--- src/design/psc_pkg.sv ---
// Shared types and codes for the pipeline stage control decoder.
// No dependencies; used by the channel interfaces and all modules.
package psc_pkg;

   typedef logic [6:0] opcode_type;
   typedef logic [2:0] funct3_type;
   typedef logic [6:0] funct7_type;

   // Opcodes
   localparam opcode_type OP_R      = 7'b0110011;
   localparam opcode_type OP_IMM    = 7'b0010011;
   localparam opcode_type OP_LOAD   = 7'b0000011;
   localparam opcode_type OP_JALR   = 7'b1100111;
   localparam opcode_type OP_STORE  = 7'b0100011;
   localparam opcode_type OP_BRANCH = 7'b1100011;
   localparam opcode_type OP_LUI    = 7'b0110111;
   localparam opcode_type OP_AUIPC  = 7'b0010111;
   localparam opcode_type OP_JAL    = 7'b1101111;

   localparam funct7_type F7_BASE   = 7'b0000000;
   localparam funct7_type F7_ALT    = 7'b0100000;
   localparam funct7_type F7_MULDIV = 7'b0000001;

   // Operand A selects
   localparam logic [2:0] SEL_A_PC_ZERO = 3'd0;
   localparam logic [2:0] SEL_A_RS1     = 3'd1;
   localparam logic [2:0] SEL_A_ZERO    = 3'd2;
   localparam logic [2:0] SEL_A_PC      = 3'd3;
   localparam logic [2:0] SEL_A_FWD_EX  = 3'd4;
   localparam logic [2:0] SEL_A_FWD_MEM = 3'd5;

   // Operand B selects
   localparam logic [3:0] SEL_B_NONE        = 4'd0;
   localparam logic [3:0] SEL_B_RS2         = 4'd1;
   localparam logic [3:0] SEL_B_IMM         = 4'd2;
   localparam logic [3:0] SEL_B_STORE_IMM   = 4'd3;
   localparam logic [3:0] SEL_B_UPPER_IMM   = 4'd4;
   localparam logic [3:0] SEL_B_FWD_EX      = 4'd5;
   localparam logic [3:0] SEL_B_FWD_EX_ST   = 4'd6;
   localparam logic [3:0] SEL_B_FWD_MEM     = 4'd7;
   localparam logic [3:0] SEL_B_FWD_MEM_ST  = 4'd8;

   // ALU operations
   localparam logic [4:0] ALU_NONE  = 5'd0;
   localparam logic [4:0] ALU_ADD   = 5'd1;
   localparam logic [4:0] ALU_SUB   = 5'd2;
   localparam logic [4:0] ALU_MUL   = 5'd3;
   localparam logic [4:0] ALU_DIV   = 5'd4;
   localparam logic [4:0] ALU_REM   = 5'd5;
   localparam logic [4:0] ALU_XOR   = 5'd6;
   localparam logic [4:0] ALU_OR    = 5'd7;
   localparam logic [4:0] ALU_AND   = 5'd8;
   localparam logic [4:0] ALU_SLL   = 5'd9;
   localparam logic [4:0] ALU_SRL   = 5'd10;
   localparam logic [4:0] ALU_SRA   = 5'd11;
   localparam logic [4:0] ALU_SLT   = 5'd12;
   localparam logic [4:0] ALU_BEQ   = 5'd13;
   localparam logic [4:0] ALU_BNE   = 5'd14;
   localparam logic [4:0] ALU_BLT   = 5'd15;
   localparam logic [4:0] ALU_BGE   = 5'd16;
   localparam logic [4:0] ALU_AUIPC = 5'd17;
   localparam logic [4:0] ALU_JALR  = 5'd18;

   // Memory data modes
   localparam logic [2:0] MEM_NONE       = 3'd0;
   localparam logic [2:0] MEM_LOAD_BASE  = 3'd1;
   localparam logic [2:0] MEM_STORE_BASE = 3'd4;
   localparam logic [2:0] MEM_STORE_WORD = 3'd6;

   // Result selects
   localparam logic [1:0] RES_NONE = 2'd0;
   localparam logic [1:0] RES_ALU  = 2'd1;
   localparam logic [1:0] RES_MEM  = 2'd2;
   localparam logic [1:0] RES_RA   = 2'd3;

   localparam funct3_type F3_WORD = 3'd2;

   // Upper limits of the select codes
   localparam logic [2:0] SEL_A_MAX = SEL_A_FWD_MEM;
   localparam logic [3:0] SEL_B_MAX = SEL_B_FWD_MEM_ST;
   localparam logic [4:0] ALU_MAX   = ALU_JALR;

   typedef struct packed {
      opcode_type decode_opcode;
      opcode_type execute_opcode;
      funct3_type execute_funct3;
      funct7_type execute_funct7;
      opcode_type memory_opcode;
      funct3_type memory_funct3;
      opcode_type writeback_opcode;
      logic       forward_a_from_execute;
      logic       forward_b_from_execute;
      logic       forward_a_from_memory;
      logic       forward_b_from_memory;
   } req_word_type;

   typedef struct packed {
      logic [2:0] operand_a_select;
      logic [3:0] operand_b_select;
      logic [4:0] alu_operation;
      logic       memory_address_select;
      logic [2:0] memory_data_mode;
      logic [1:0] result_select;
      logic       register_write_enable;
   } ctrl_type;

   function automatic logic known_opcode(input opcode_type op);
      logic known;
      unique case (op)
         OP_R, OP_IMM, OP_LOAD, OP_JALR, OP_STORE,
         OP_BRANCH, OP_LUI, OP_AUIPC, OP_JAL: known = 1'b1;
         default:                             known = 1'b0;
      endcase
      return known;
   endfunction

endpackage

--- src/design/psc_channels.sv ---
// Valid/ready channel interfaces for the control decoder request and response.
// Depends on psc_pkg for the field types.
interface psc_req_if;
   logic                valid;
   logic                ready;
   psc_pkg::opcode_type decode_opcode;
   psc_pkg::opcode_type execute_opcode;
   psc_pkg::funct3_type execute_funct3;
   psc_pkg::funct7_type execute_funct7;
   psc_pkg::opcode_type memory_opcode;
   psc_pkg::funct3_type memory_funct3;
   psc_pkg::opcode_type writeback_opcode;
   logic                forward_a_from_execute;
   logic                forward_b_from_execute;
   logic                forward_a_from_memory;
   logic                forward_b_from_memory;

   modport source (
      output valid, decode_opcode, execute_opcode, execute_funct3, execute_funct7,
             memory_opcode, memory_funct3, writeback_opcode, forward_a_from_execute,
             forward_b_from_execute, forward_a_from_memory, forward_b_from_memory,
      input  ready
   );
   modport sink (
      input  valid, decode_opcode, execute_opcode, execute_funct3, execute_funct7,
             memory_opcode, memory_funct3, writeback_opcode, forward_a_from_execute,
             forward_b_from_execute, forward_a_from_memory, forward_b_from_memory,
      output ready
   );
endinterface

interface psc_rsp_if;
   logic       valid;
   logic       ready;
   logic [2:0] operand_a_select;
   logic [3:0] operand_b_select;
   logic [4:0] alu_operation;
   logic       memory_address_select;
   logic [2:0] memory_data_mode;
   logic [1:0] result_select;
   logic       register_write_enable;

   modport source (
      output valid, operand_a_select, operand_b_select, alu_operation,
             memory_address_select, memory_data_mode, result_select,
             register_write_enable,
      input  ready
   );
   modport sink (
      input  valid, operand_a_select, operand_b_select, alu_operation,
             memory_address_select, memory_data_mode, result_select,
             register_write_enable,
      output ready
   );
endinterface

--- src/design/psc_decode.sv ---
// Combinational stage decode: next held control word from one input word.
// Depends on psc_pkg.
module psc_decode (
   input  psc_pkg::req_word_type word,
   input  psc_pkg::ctrl_type     held,
   input  logic                  forwarding_enable,
   output psc_pkg::ctrl_type     next_ctrl
);

   logic fa_ex;
   logic fb_ex;
   logic fa_mem;
   logic fb_mem;
   logic d_known;
   logic d_store;
   logic m_known;
   logic w_known;

   assign fa_ex   = forwarding_enable & word.forward_a_from_execute;
   assign fb_ex   = forwarding_enable & word.forward_b_from_execute;
   assign fa_mem  = forwarding_enable & word.forward_a_from_memory;
   assign fb_mem  = forwarding_enable & word.forward_b_from_memory;
   assign d_known = psc_pkg::known_opcode(word.decode_opcode);
   assign d_store = (word.decode_opcode == psc_pkg::OP_STORE);
   assign m_known = psc_pkg::known_opcode(word.memory_opcode);
   assign w_known = psc_pkg::known_opcode(word.writeback_opcode);

   always_comb begin
      // Operand selects (decode stage)
      next_ctrl.operand_a_select = held.operand_a_select;
      next_ctrl.operand_b_select = held.operand_b_select;
      priority if (fa_ex) begin
         next_ctrl.operand_a_select = psc_pkg::SEL_A_FWD_EX;
      end else if (fa_mem) begin
         next_ctrl.operand_a_select = psc_pkg::SEL_A_FWD_MEM;
      end else if (d_known) begin
         unique case (word.decode_opcode)
            psc_pkg::OP_LUI:   next_ctrl.operand_a_select = psc_pkg::SEL_A_ZERO;
            psc_pkg::OP_AUIPC: next_ctrl.operand_a_select = psc_pkg::SEL_A_PC;
            psc_pkg::OP_JAL:   next_ctrl.operand_a_select = psc_pkg::SEL_A_PC_ZERO;
            default:           next_ctrl.operand_a_select = psc_pkg::SEL_A_RS1;
         endcase
      end else begin
         next_ctrl.operand_a_select = held.operand_a_select;
      end
      // An unknown opcode without A forwarding leaves both selects alone
      if (fa_ex || fa_mem || d_known) begin
         priority if (fb_ex) begin
            next_ctrl.operand_b_select = d_store ? psc_pkg::SEL_B_FWD_EX_ST
                                                 : psc_pkg::SEL_B_FWD_EX;
         end else if (fb_mem) begin
            next_ctrl.operand_b_select = d_store ? psc_pkg::SEL_B_FWD_MEM_ST
                                                 : psc_pkg::SEL_B_FWD_MEM;
         end else begin
            unique case (word.decode_opcode)
               psc_pkg::OP_R, psc_pkg::OP_BRANCH:
                  next_ctrl.operand_b_select = psc_pkg::SEL_B_RS2;
               psc_pkg::OP_IMM, psc_pkg::OP_LOAD, psc_pkg::OP_JALR, psc_pkg::OP_AUIPC:
                  next_ctrl.operand_b_select = psc_pkg::SEL_B_IMM;
               psc_pkg::OP_STORE: next_ctrl.operand_b_select = psc_pkg::SEL_B_STORE_IMM;
               psc_pkg::OP_LUI:   next_ctrl.operand_b_select = psc_pkg::SEL_B_UPPER_IMM;
               psc_pkg::OP_JAL:   next_ctrl.operand_b_select = psc_pkg::SEL_B_NONE;
               default:           next_ctrl.operand_b_select = held.operand_b_select;
            endcase
         end
      end

      // ALU operation (execute stage); unknown combinations hold
      next_ctrl.alu_operation = held.alu_operation;
      unique case (word.execute_opcode)
         psc_pkg::OP_R: begin
            unique case (word.execute_funct3)
               3'd0: begin
                  priority if (word.execute_funct7 == psc_pkg::F7_BASE)
                     next_ctrl.alu_operation = psc_pkg::ALU_ADD;
                  else if (word.execute_funct7 == psc_pkg::F7_ALT)
                     next_ctrl.alu_operation = psc_pkg::ALU_SUB;
                  else if (word.execute_funct7 == psc_pkg::F7_MULDIV)
                     next_ctrl.alu_operation = psc_pkg::ALU_MUL;
                  else
                     next_ctrl.alu_operation = held.alu_operation;
               end
               3'd1: next_ctrl.alu_operation = psc_pkg::ALU_SLL;
               3'd2: next_ctrl.alu_operation = psc_pkg::ALU_SLT;
               3'd4: begin
                  priority if (word.execute_funct7 == psc_pkg::F7_MULDIV)
                     next_ctrl.alu_operation = psc_pkg::ALU_DIV;
                  else if (word.execute_funct7 == psc_pkg::F7_BASE)
                     next_ctrl.alu_operation = psc_pkg::ALU_XOR;
                  else
                     next_ctrl.alu_operation = held.alu_operation;
               end
               3'd5: begin
                  priority if (word.execute_funct7 == psc_pkg::F7_ALT)
                     next_ctrl.alu_operation = psc_pkg::ALU_SRA;
                  else if (word.execute_funct7 == psc_pkg::F7_BASE)
                     next_ctrl.alu_operation = psc_pkg::ALU_SRL;
                  else
                     next_ctrl.alu_operation = held.alu_operation;
               end
               3'd6: begin
                  priority if (word.execute_funct7 == psc_pkg::F7_MULDIV)
                     next_ctrl.alu_operation = psc_pkg::ALU_REM;
                  else if (word.execute_funct7 == psc_pkg::F7_BASE)
                     next_ctrl.alu_operation = psc_pkg::ALU_OR;
                  else
                     next_ctrl.alu_operation = held.alu_operation;
               end
               3'd7:    next_ctrl.alu_operation = psc_pkg::ALU_AND;
               default: next_ctrl.alu_operation = held.alu_operation;
            endcase
         end
         psc_pkg::OP_IMM: begin
            unique case (word.execute_funct3)
               3'd0:    next_ctrl.alu_operation = psc_pkg::ALU_ADD;
               3'd4:    next_ctrl.alu_operation = psc_pkg::ALU_XOR;
               3'd6:    next_ctrl.alu_operation = psc_pkg::ALU_OR;
               3'd7:    next_ctrl.alu_operation = psc_pkg::ALU_AND;
               default: next_ctrl.alu_operation = held.alu_operation;
            endcase
         end
         psc_pkg::OP_LOAD, psc_pkg::OP_STORE: next_ctrl.alu_operation = psc_pkg::ALU_ADD;
         psc_pkg::OP_JALR: next_ctrl.alu_operation = psc_pkg::ALU_JALR;
         psc_pkg::OP_BRANCH: begin
            unique case (word.execute_funct3)
               3'd0:    next_ctrl.alu_operation = psc_pkg::ALU_BEQ;
               3'd1:    next_ctrl.alu_operation = psc_pkg::ALU_BNE;
               3'd4:    next_ctrl.alu_operation = psc_pkg::ALU_BLT;
               3'd5:    next_ctrl.alu_operation = psc_pkg::ALU_BGE;
               default: next_ctrl.alu_operation = held.alu_operation;
            endcase
         end
         psc_pkg::OP_LUI:   next_ctrl.alu_operation = psc_pkg::ALU_SLL;
         psc_pkg::OP_AUIPC: next_ctrl.alu_operation = psc_pkg::ALU_AUIPC;
         psc_pkg::OP_JAL:   next_ctrl.alu_operation = psc_pkg::ALU_NONE;
         default:           next_ctrl.alu_operation = held.alu_operation;
      endcase

      // Memory stage and writeback
      next_ctrl.memory_address_select = held.memory_address_select;
      next_ctrl.memory_data_mode      = held.memory_data_mode;
      next_ctrl.result_select         = held.result_select;
      next_ctrl.register_write_enable = held.register_write_enable;
      if (m_known) begin
         next_ctrl.memory_address_select = (word.memory_opcode == psc_pkg::OP_LOAD) ||
                                           (word.memory_opcode == psc_pkg::OP_STORE);
         unique case (word.memory_opcode)
            psc_pkg::OP_LOAD: begin
               if (word.memory_funct3 <= psc_pkg::F3_WORD)
                  next_ctrl.memory_data_mode = psc_pkg::MEM_LOAD_BASE + word.memory_funct3;
               next_ctrl.result_select = psc_pkg::RES_MEM;
            end
            psc_pkg::OP_STORE: begin
               if (word.memory_funct3 <= psc_pkg::F3_WORD)
                  next_ctrl.memory_data_mode = psc_pkg::MEM_STORE_BASE + word.memory_funct3;
               next_ctrl.result_select = psc_pkg::RES_NONE;
            end
            psc_pkg::OP_JALR, psc_pkg::OP_JAL: begin
               next_ctrl.memory_data_mode = psc_pkg::MEM_NONE;
               next_ctrl.result_select    = psc_pkg::RES_RA;
            end
            psc_pkg::OP_BRANCH: begin
               next_ctrl.memory_data_mode = psc_pkg::MEM_NONE;
               next_ctrl.result_select    = psc_pkg::RES_NONE;
            end
            default: begin
               next_ctrl.memory_data_mode = psc_pkg::MEM_NONE;
               next_ctrl.result_select    = psc_pkg::RES_ALU;
            end
         endcase
      end
      if (w_known) begin
         next_ctrl.register_write_enable =
            !((word.writeback_opcode == psc_pkg::OP_STORE) ||
              (word.writeback_opcode == psc_pkg::OP_BRANCH));
      end
   end

endmodule

--- src/design/pipeline_stage_control_decoder_top.sv ---
// Top level of the pipeline stage control decoder: input register, held
// control word (also the response register) and the decode logic between them.
// Depends on psc_pkg, psc_channels and psc_decode.
//
//   channel   direction  handshake       carries
//   req_chan  in         valid/ready     stage opcodes, funct fields, forwarding verdicts
//   rsp_chan  out        valid/ready     held control word
//   csr_*     in         write enable    forwarding_enable
//
// One word per clock while rsp_chan is not stalled; a word taken into the input
// register is decoded into the held control register, which drives rsp_chan.
// Synchronous reset clears the held control word to zero and sets forwarding on.
// A stalled response holds its word; the input register still takes one more
// word, then req ready drops until the response moves.
module pipeline_stage_control_decoder_top (
   input  logic           clock,
   input  logic           reset,
   psc_req_if.sink        req_chan,
   psc_rsp_if.source      rsp_chan,
   input  logic           csr_write_enable,
   input  logic           csr_write_data
);

   logic                  s1_valid_ff;
   logic                  s1_valid_in;
   psc_pkg::req_word_type s1_word_ff;
   psc_pkg::req_word_type req_word;
   logic                  out_valid_ff;
   logic                  out_valid_in;
   psc_pkg::ctrl_type     held_ff;
   psc_pkg::ctrl_type     held_in;
   psc_pkg::ctrl_type     decoded;
   logic                  forwarding_enable_ff;
   logic                  forwarding_enable_in;
   logic                  advance;
   logic                  take;

   assign req_word = '{
      decode_opcode:          req_chan.decode_opcode,
      execute_opcode:         req_chan.execute_opcode,
      execute_funct3:         req_chan.execute_funct3,
      execute_funct7:         req_chan.execute_funct7,
      memory_opcode:          req_chan.memory_opcode,
      memory_funct3:          req_chan.memory_funct3,
      writeback_opcode:       req_chan.writeback_opcode,
      forward_a_from_execute: req_chan.forward_a_from_execute,
      forward_b_from_execute: req_chan.forward_b_from_execute,
      forward_a_from_memory:  req_chan.forward_a_from_memory,
      forward_b_from_memory:  req_chan.forward_b_from_memory
   };

   // Move the input word into the held register when the response slot frees
   assign advance        = s1_valid_ff && (!out_valid_ff || rsp_chan.ready);
   assign req_chan.ready = !s1_valid_ff || advance;
   assign take           = req_chan.valid && req_chan.ready;

   assign s1_valid_in          = take || (s1_valid_ff && !advance);
   assign out_valid_in         = advance || (out_valid_ff && !rsp_chan.ready);
   assign held_in              = advance ? decoded : held_ff;
   assign forwarding_enable_in = csr_write_enable ? csr_write_data : forwarding_enable_ff;

   psc_decode u_decode (
      .word              (s1_word_ff),
      .held              (held_ff),
      .forwarding_enable (forwarding_enable_ff),
      .next_ctrl         (decoded)
   );

   always_ff @(posedge clock) begin
      if (reset) begin
         s1_valid_ff          <= 1'b0;
         out_valid_ff         <= 1'b0;
         held_ff              <= '0;
         forwarding_enable_ff <= 1'b1;
      end else begin
         s1_valid_ff          <= s1_valid_in;
         out_valid_ff         <= out_valid_in;
         held_ff              <= held_in;
         forwarding_enable_ff <= forwarding_enable_in;
      end
   end

   always_ff @(posedge clock) begin
      if (take) begin
         s1_word_ff <= req_word;
      end
   end

   assign rsp_chan.valid                 = out_valid_ff;
   assign rsp_chan.operand_a_select      = held_ff.operand_a_select;
   assign rsp_chan.operand_b_select      = held_ff.operand_b_select;
   assign rsp_chan.alu_operation         = held_ff.alu_operation;
   assign rsp_chan.memory_address_select = held_ff.memory_address_select;
   assign rsp_chan.memory_data_mode      = held_ff.memory_data_mode;
   assign rsp_chan.result_select         = held_ff.result_select;
   assign rsp_chan.register_write_enable = held_ff.register_write_enable;

endmodule

--- src/flat_wrapper.sv ---
// flat-port wrapper written by rule: the top's interface ports become plain ports
module pipeline_stage_control_decoder_top_flat 
  (clock, reset, csr_write_enable, csr_write_data, req_chan_valid, req_chan_decode_opcode, req_chan_execute_opcode, req_chan_execute_funct3, req_chan_execute_funct7, req_chan_memory_opcode, req_chan_memory_funct3, req_chan_writeback_opcode, req_chan_forward_a_from_execute, req_chan_forward_b_from_execute, req_chan_forward_a_from_memory, req_chan_forward_b_from_memory, req_chan_ready, rsp_chan_valid, rsp_chan_operand_a_select, rsp_chan_operand_b_select, rsp_chan_alu_operation, rsp_chan_memory_address_select, rsp_chan_memory_data_mode, rsp_chan_result_select, rsp_chan_register_write_enable, rsp_chan_ready);
  psc_req_if req_chan_i ();
  psc_rsp_if rsp_chan_i ();
  input  logic clock;
  input  logic reset;
  input  logic csr_write_enable;
  input  logic csr_write_data;
  input wire logic [$bits(req_chan_i.valid)-1:0] req_chan_valid;
  input wire logic [$bits(req_chan_i.decode_opcode)-1:0] req_chan_decode_opcode;
  input wire logic [$bits(req_chan_i.execute_opcode)-1:0] req_chan_execute_opcode;
  input wire logic [$bits(req_chan_i.execute_funct3)-1:0] req_chan_execute_funct3;
  input wire logic [$bits(req_chan_i.execute_funct7)-1:0] req_chan_execute_funct7;
  input wire logic [$bits(req_chan_i.memory_opcode)-1:0] req_chan_memory_opcode;
  input wire logic [$bits(req_chan_i.memory_funct3)-1:0] req_chan_memory_funct3;
  input wire logic [$bits(req_chan_i.writeback_opcode)-1:0] req_chan_writeback_opcode;
  input wire logic [$bits(req_chan_i.forward_a_from_execute)-1:0] req_chan_forward_a_from_execute;
  input wire logic [$bits(req_chan_i.forward_b_from_execute)-1:0] req_chan_forward_b_from_execute;
  input wire logic [$bits(req_chan_i.forward_a_from_memory)-1:0] req_chan_forward_a_from_memory;
  input wire logic [$bits(req_chan_i.forward_b_from_memory)-1:0] req_chan_forward_b_from_memory;
  output wire logic [$bits(req_chan_i.ready)-1:0] req_chan_ready;
  output wire logic [$bits(rsp_chan_i.valid)-1:0] rsp_chan_valid;
  output wire logic [$bits(rsp_chan_i.operand_a_select)-1:0] rsp_chan_operand_a_select;
  output wire logic [$bits(rsp_chan_i.operand_b_select)-1:0] rsp_chan_operand_b_select;
  output wire logic [$bits(rsp_chan_i.alu_operation)-1:0] rsp_chan_alu_operation;
  output wire logic [$bits(rsp_chan_i.memory_address_select)-1:0] rsp_chan_memory_address_select;
  output wire logic [$bits(rsp_chan_i.memory_data_mode)-1:0] rsp_chan_memory_data_mode;
  output wire logic [$bits(rsp_chan_i.result_select)-1:0] rsp_chan_result_select;
  output wire logic [$bits(rsp_chan_i.register_write_enable)-1:0] rsp_chan_register_write_enable;
  input wire logic [$bits(rsp_chan_i.ready)-1:0] rsp_chan_ready;
  assign req_chan_i.valid = req_chan_valid;
  assign req_chan_i.decode_opcode = req_chan_decode_opcode;
  assign req_chan_i.execute_opcode = req_chan_execute_opcode;
  assign req_chan_i.execute_funct3 = req_chan_execute_funct3;
  assign req_chan_i.execute_funct7 = req_chan_execute_funct7;
  assign req_chan_i.memory_opcode = req_chan_memory_opcode;
  assign req_chan_i.memory_funct3 = req_chan_memory_funct3;
  assign req_chan_i.writeback_opcode = req_chan_writeback_opcode;
  assign req_chan_i.forward_a_from_execute = req_chan_forward_a_from_execute;
  assign req_chan_i.forward_b_from_execute = req_chan_forward_b_from_execute;
  assign req_chan_i.forward_a_from_memory = req_chan_forward_a_from_memory;
  assign req_chan_i.forward_b_from_memory = req_chan_forward_b_from_memory;
  assign req_chan_ready = req_chan_i.ready;
  assign rsp_chan_valid = rsp_chan_i.valid;
  assign rsp_chan_operand_a_select = rsp_chan_i.operand_a_select;
  assign rsp_chan_operand_b_select = rsp_chan_i.operand_b_select;
  assign rsp_chan_alu_operation = rsp_chan_i.alu_operation;
  assign rsp_chan_memory_address_select = rsp_chan_i.memory_address_select;
  assign rsp_chan_memory_data_mode = rsp_chan_i.memory_data_mode;
  assign rsp_chan_result_select = rsp_chan_i.result_select;
  assign rsp_chan_register_write_enable = rsp_chan_i.register_write_enable;
  assign rsp_chan_i.ready = rsp_chan_ready;
  pipeline_stage_control_decoder_top u_core (.clock(clock), .reset(reset), .req_chan(req_chan_i), .rsp_chan(rsp_chan_i), .csr_write_enable(csr_write_enable), .csr_write_data(csr_write_data));
endmodule
--- config.mk ---
export PLATFORM = sky130hd
export DESIGN_NAME = pipeline_stage_control_decoder_top_flat
export DESIGN_NICKNAME = d
export VERILOG_FILES = /design/src/design/psc_pkg.sv /design/src/design/psc_channels.sv /design/src/design/psc_decode.sv /design/src/design/pipeline_stage_control_decoder_top.sv /design/src/flat_wrapper.sv
export SDC_FILE = /design/constraint.sdc
export NUM_CORES = 1
export LEC_CHECK = 0
export BUFFER_PORTS_ARGS = -buffer_cell sky130_fd_sc_hd__buf_2
export CAP_MARGIN = 25
export CORE_MARGIN = 1
export CORE_UTILIZATION = 37
export CTS_CLUSTER_DIAMETER = 50
export DETAILED_ROUTE_END_ITERATION = 7
export PLACE_DENSITY = 0.61
export SLEW_MARGIN = 10
export SYNTH_ARGS = -nofsm -noshare
export SYNTH_HDL_FRONTEND = slang
export SYNTH_SLANG_ARGS = --single-unit
--- constraint.sdc ---
create_clock -name clock -period 3 [get_ports clock]
set_input_delay 0.9 -clock clock [delete_from_list [all_inputs] [get_ports clock]]
set_output_delay 0.9 -clock clock [all_outputs]
set_load 0.1 [all_outputs]
# Word-level counts from Yosys, hierarchy flattened
# Index checks and enable logic that the tools add are counted.
# classes
add_sub_neg,2
magnitude_cmp,1
n_eq_ne,53
n_mux,28
bitwise,4
n_reduce_logical,35
# op_table
cell,n
== test 7 x 6 -> 1 bit (second input constant),13
== test 7 bit (second input constant),12
one-hot mux 5 bit (4 select lines),3
== test 7 x 5 -> 1 bit (second input constant),8
2-to-1 mux 5 bit,9
one-hot mux 5 bit (8 select lines),1
one-hot mux 5 bit (7 select lines),1
== test 7 x 2 -> 1 bit (second input constant),4
OR reduction 9 bit,3
one-hot mux 4 bit (5 select lines),1
2-to-1 mux 3 bit,5
!= test 5 bit (second input constant),3
== test 3 bit (second input constant),4
2-to-1 mux 4 bit,3
!= test 4 bit (second input constant),3
AND reduction 9 bit,1
logical OR 1 bit,8
!= test 8 x 7 -> 1 bit (second input constant),1
nonzero test 8 bit,1
== test 7 x 1 -> 1 bit (second input constant),1
logical NOT 7 bit,1
nonzero test 7 bit,1
one-hot mux 2 bit (3 select lines),1
AND reduction 2 bit,3
17 further kinds,32
# totals
regBits,67
input_bits,51
out_inout_bits,21
wordCells,144

# Logic depth before layout (Yosys ltp)
# logic_depth
ltp_word,6
depth_mapped,7
mapped_depth_nobuf,7

# By module
# Synthesis repeated with hierarchy kept, for this count alone.
# unflattened
hier_cells,356
hier_area_um2,3627.2
# by_module_without_submodules
mod,n_inst,cells_per_inst,area_per_inst_um2,seq_area_each_um2
pipeline_stage_control_decoder_top,1,140,2323.5,1791.7
psc_decode,1,216,1303.8,0.0

# Least setup slack after synthesis
# OpenSTA, ideal clock, no wires.
# synth_path
kind,input -> register
start,input rsp_chan_ready
end,register u_core.s1_word_ff[0] in the netlist's numbering (enable)
setup_ps,407
t_arrival_ps,2840
t_required_ps,2593
path_slack_ps,-247
stages,3
path_cell_list,nor2b_1 nand2_1 and2_1
# synth_via
elab_chain_cells,4
# synth_lines
element,line_no,source
"start, declared",flat_wrapper.sv:31,input wire logic [$bits(rsp_chan_i.ready)-1:0] rsp_chan_ready;
logical OR 1 bit,pipeline_stage_control_decoder_top.sv:53,assign advance = s1_valid_ff && (!out_valid_ff || rsp_chan.ready);
logical AND 1 bit,pipeline_stage_control_decoder_top.sv:53,
logical OR 1 bit,pipeline_stage_control_decoder_top.sv:54,assign req_chan.ready = !s1_valid_ff || advance;
named net req_chan_ready,flat_wrapper.sv:22,output wire logic [$bits(req_chan_i.ready)-1:0] req_chan_ready;
logical AND 1 bit,pipeline_stage_control_decoder_top.sv:55,assign take = req_chan.valid && req_chan.ready;
named net u_core.take,pipeline_stage_control_decoder_top.sv:36,logic take;
"end signal, assigned",pipeline_stage_control_decoder_top.sv:85,s1_word_ff <= req_word;
"end, declared",pipeline_stage_control_decoder_top.sv:26,psc_pkg::req_word_type s1_word_ff;
# The timed path passes the listed nets, and every way through them passes these cells.
# A chain may end at the register's enable or synchronous reset.

# Worst setup path after layout
# layout_path
start,input rsp_chan_ready
end,output req_chan_ready
# layout_via
elab_chain_cells,3
# layout_lines
element,line_no
logical OR 1 bit,pipeline_stage_control_decoder_top.sv:53
logical AND 1 bit,pipeline_stage_control_decoder_top.sv:53
logical OR 1 bit,pipeline_stage_control_decoder_top.sv:54
"end, declared",flat_wrapper.sv:22
# No other way between the ends.

==> flow_summary.yaml <==
cells_and_area:
  final_common_cell: "buf_2"
  nets: 402
  num_antenna_cells: 0
  final_area_um2: 3770
  area_growth_pct: 21.5
  drive_gt1_share_pct: 29.1
  fin_util_pct: 46.2
  layout_common_cells: "71 x buf_2, 45 x edfxtp_1, 25 x nor2_1"
grt:
  first_global_vias: 2144
  track_usage_pct: 15.2
  gr-total-overflow: 0
  antenna_found_initial: 0
  grt_pass1_wl_mm: 10.1
  grt_max_degree: 46
synth:
  synthesis.area_um2: 3110
  synth_edf_count: 45
  synth_fp_nets: 329
  postSynth.asyncResetShare_pct: 0
  ys_seq_elements: 67
  synth-seq-area-share_pct: 57.6
  syn-mean-instance-area_um2: 11.3
  ys_warn_count: 0
  syn_inst: 276
  yosysUniqueCellTypes: 62
  yosys_most_used_dff: "edfxtp_1"
timing:
  fin_crit_sh_pct: 83.6
  fin_ws_ns: 0.491
  finClkSkew_ns: 0.00619
  finalHoldViolCount: 0
  slew_headroom_pct: 63.9
  layout_min_cycle_time_ns: 2.51
  tns_ns: 0
  rsz0062_at_grt: "no"
  max_freq_ghz: 0.399
  tightestPinTransition_ns: 0.542
  slew_violations: 0
  setup_viol: 0
worst_setup_path:
  crit_fanout: 5
  crit_buf_inv: 2
  critical_path.top_delay_family: "buffers and inverters"
  slowest_stage: "buf_2"
  critPathKind: "in -> out"
  cp-end-kind: "output port"
  crit_top_cell: "buf_2"
  slowest_delay_ns: 0.30
  crit_chain: "buf_2 > nor2b_1 > nand2_1 > buf_2"
  cp-start-kind: "primary input"
  cp.arrival_ns: 1.61
  cp.required_ns: 2.10
die:
  core-area_um2: 8180
  chipWidth_um: 93.7
  dieArea_um2: 8770
  row_count: 33
  die_h_um: 93.7
  io_pins: 72
  start_util_pct: 38.0
clock_tree:
  cts_num_sinks: 67
  insertion_delay_ns: 0.34
  cts_tree: "done"
  ctsRootBufferMaster: "clkbuf_8"
  clk_pin_slew_ns: 0.08
  cts_max_path_buffers: 2
  cts_buffers: 9
  cts_resized: 0
  cts_setup_buffers: 0
  htree_levels: 3
  hold_buffers: 0
routing:
  ant_nets: 0
  wl_per_cell_um: 13.7
  drt-pass1-iter-count: 4
  drc: 0
  wl_mm: 6.30
  via_count: 2302
  first_iter_violations: 67
  via_per_inst: 5.02
hold_path:
  hp-class: "reg -> reg"
placed_design:
  portBuffers: 71
  pre_cts_ws_ns: 0.484
  post-dp-hpwl_mm: 4.53
  dpl_cell_area_um2: 3540
  place.gp.congestion: 0.900
power:
  leakage_nw: 1.46
  power_density_nw_per_um2: 556
  vdd_ir_drop_max_uv: 274
run:
  max_cap_violations: 0
status:
  status: "finished clean"
[final timing paths]
kind / slack (ns) / cells after the start / to / start
worst max-delay path: 0.49 / 4 / req_chan_ready / rsp_chan_ready
worst max register to register: 0.84 / 6 / u_core.rsp_chan.alu_operation[0] / u_core.s1_word_ff[36]
worst min register to register: 0.46 / 2 / u_core.rsp_chan.memory_data_mode[2] / u_core.rsp_chan.memory_data_mode[2]
worst min-delay path: 0.46 / 2 / u_core.rsp_chan.memory_data_mode[2] / u_core.rsp_chan.memory_data_mode[2]
[through the flow]
step                      cells  hold WS [ns]  power (mW)
after floorplan             276         0.497        1.23
after global placement      442         0.442        1.29
after detailed placement    442         0.459        1.29
after CTS                   458         0.468        2.12
after global routing        459         0.486        2.18
final                       459         0.459        2.10
[registers in the layout, summed over array words and instances (netlist names)]
register,cells
u_core.rsp_chan.memory_address_select,1
u_core.rsp_chan.memory_data_mode,3
u_core.rsp_chan.operand_a_select,3
u_core.rsp_chan.register_write_enable,1
u_core.rsp_chan.alu_operation,5
u_core.rsp_chan.operand_b_select,4
u_core.s1_valid_ff,1
u_core.rsp_chan.valid,1
u_core.s1_word_ff,45
u_core.forwarding_enable_ff,1
u_core.rsp_chan.result_select,2
[final cells by class]
cell class              instances  area [µm²]
clock buffers                   9         124
multi-input cells             190        1230
inverters                       9        33.8
well taps                     105         131
fillers                       795        4400
flip-flops and latches         67        1790
clock inverters                 7        92.6
repair buffers                 72         375
[cell usage after synthesis (all sizes together) (5+ instances only)]
master  number  area (µm²)
mux2i        8        80.1
nand2       23        88.8
a21oi       23         115
dfxtp       22         440
a211oi       5        37.5
inv          9        33.8
nor2b       12        75.1
nand3        8        45.0
edfxtp      45        1350
nor3        10        60.1
o21ai       10        50.0
buf          7        46.3
nand2b       6        37.5
nor2        26         100
[layer usage]
metal	part of all wire [%]	wire length (µm)	GRT usage (%)	up-vias
li1	-	-	-	1173
met1	48	3030	19.6	1065
met2	46	2900	23.8	58
met3	4.4	276	5.02	6
met4	1.3	85	5.51	0
met5	0	0	0	-
[logic make-up (layout without fill, tap and decap cells)]
group,Yosys count,in the layout,share of synthesized area (%)
AOI/OAI and AO/OA,62,62,13.8
xor gates and xnor gates,5,5,1.41
adders and majority gates,2,2,0.805
buffers and inverters,19,97,2.94
DFF,67,67,57.6
muxes,10,10,3.30
and+or+nand+nor,111,111,20.1
[report_power, final]
part	switching, mW	leakage (nW)	internal, mW
clock	0.360	0.103	0.465
combinational	0.123	0.741	0.0751
sequential	0.0409	0.618	1.03
total	0.524	1.46	1.57
[worst min-delay path, delay by kind of cell (launching register included)]
family	cells	cell delay, ns
DFF	1	0.32
AOI/OAI and AO/OA	1	0.05
and+or+nand+nor	1	0.05
Note: power is estimated with default switching activity, not from simulation.
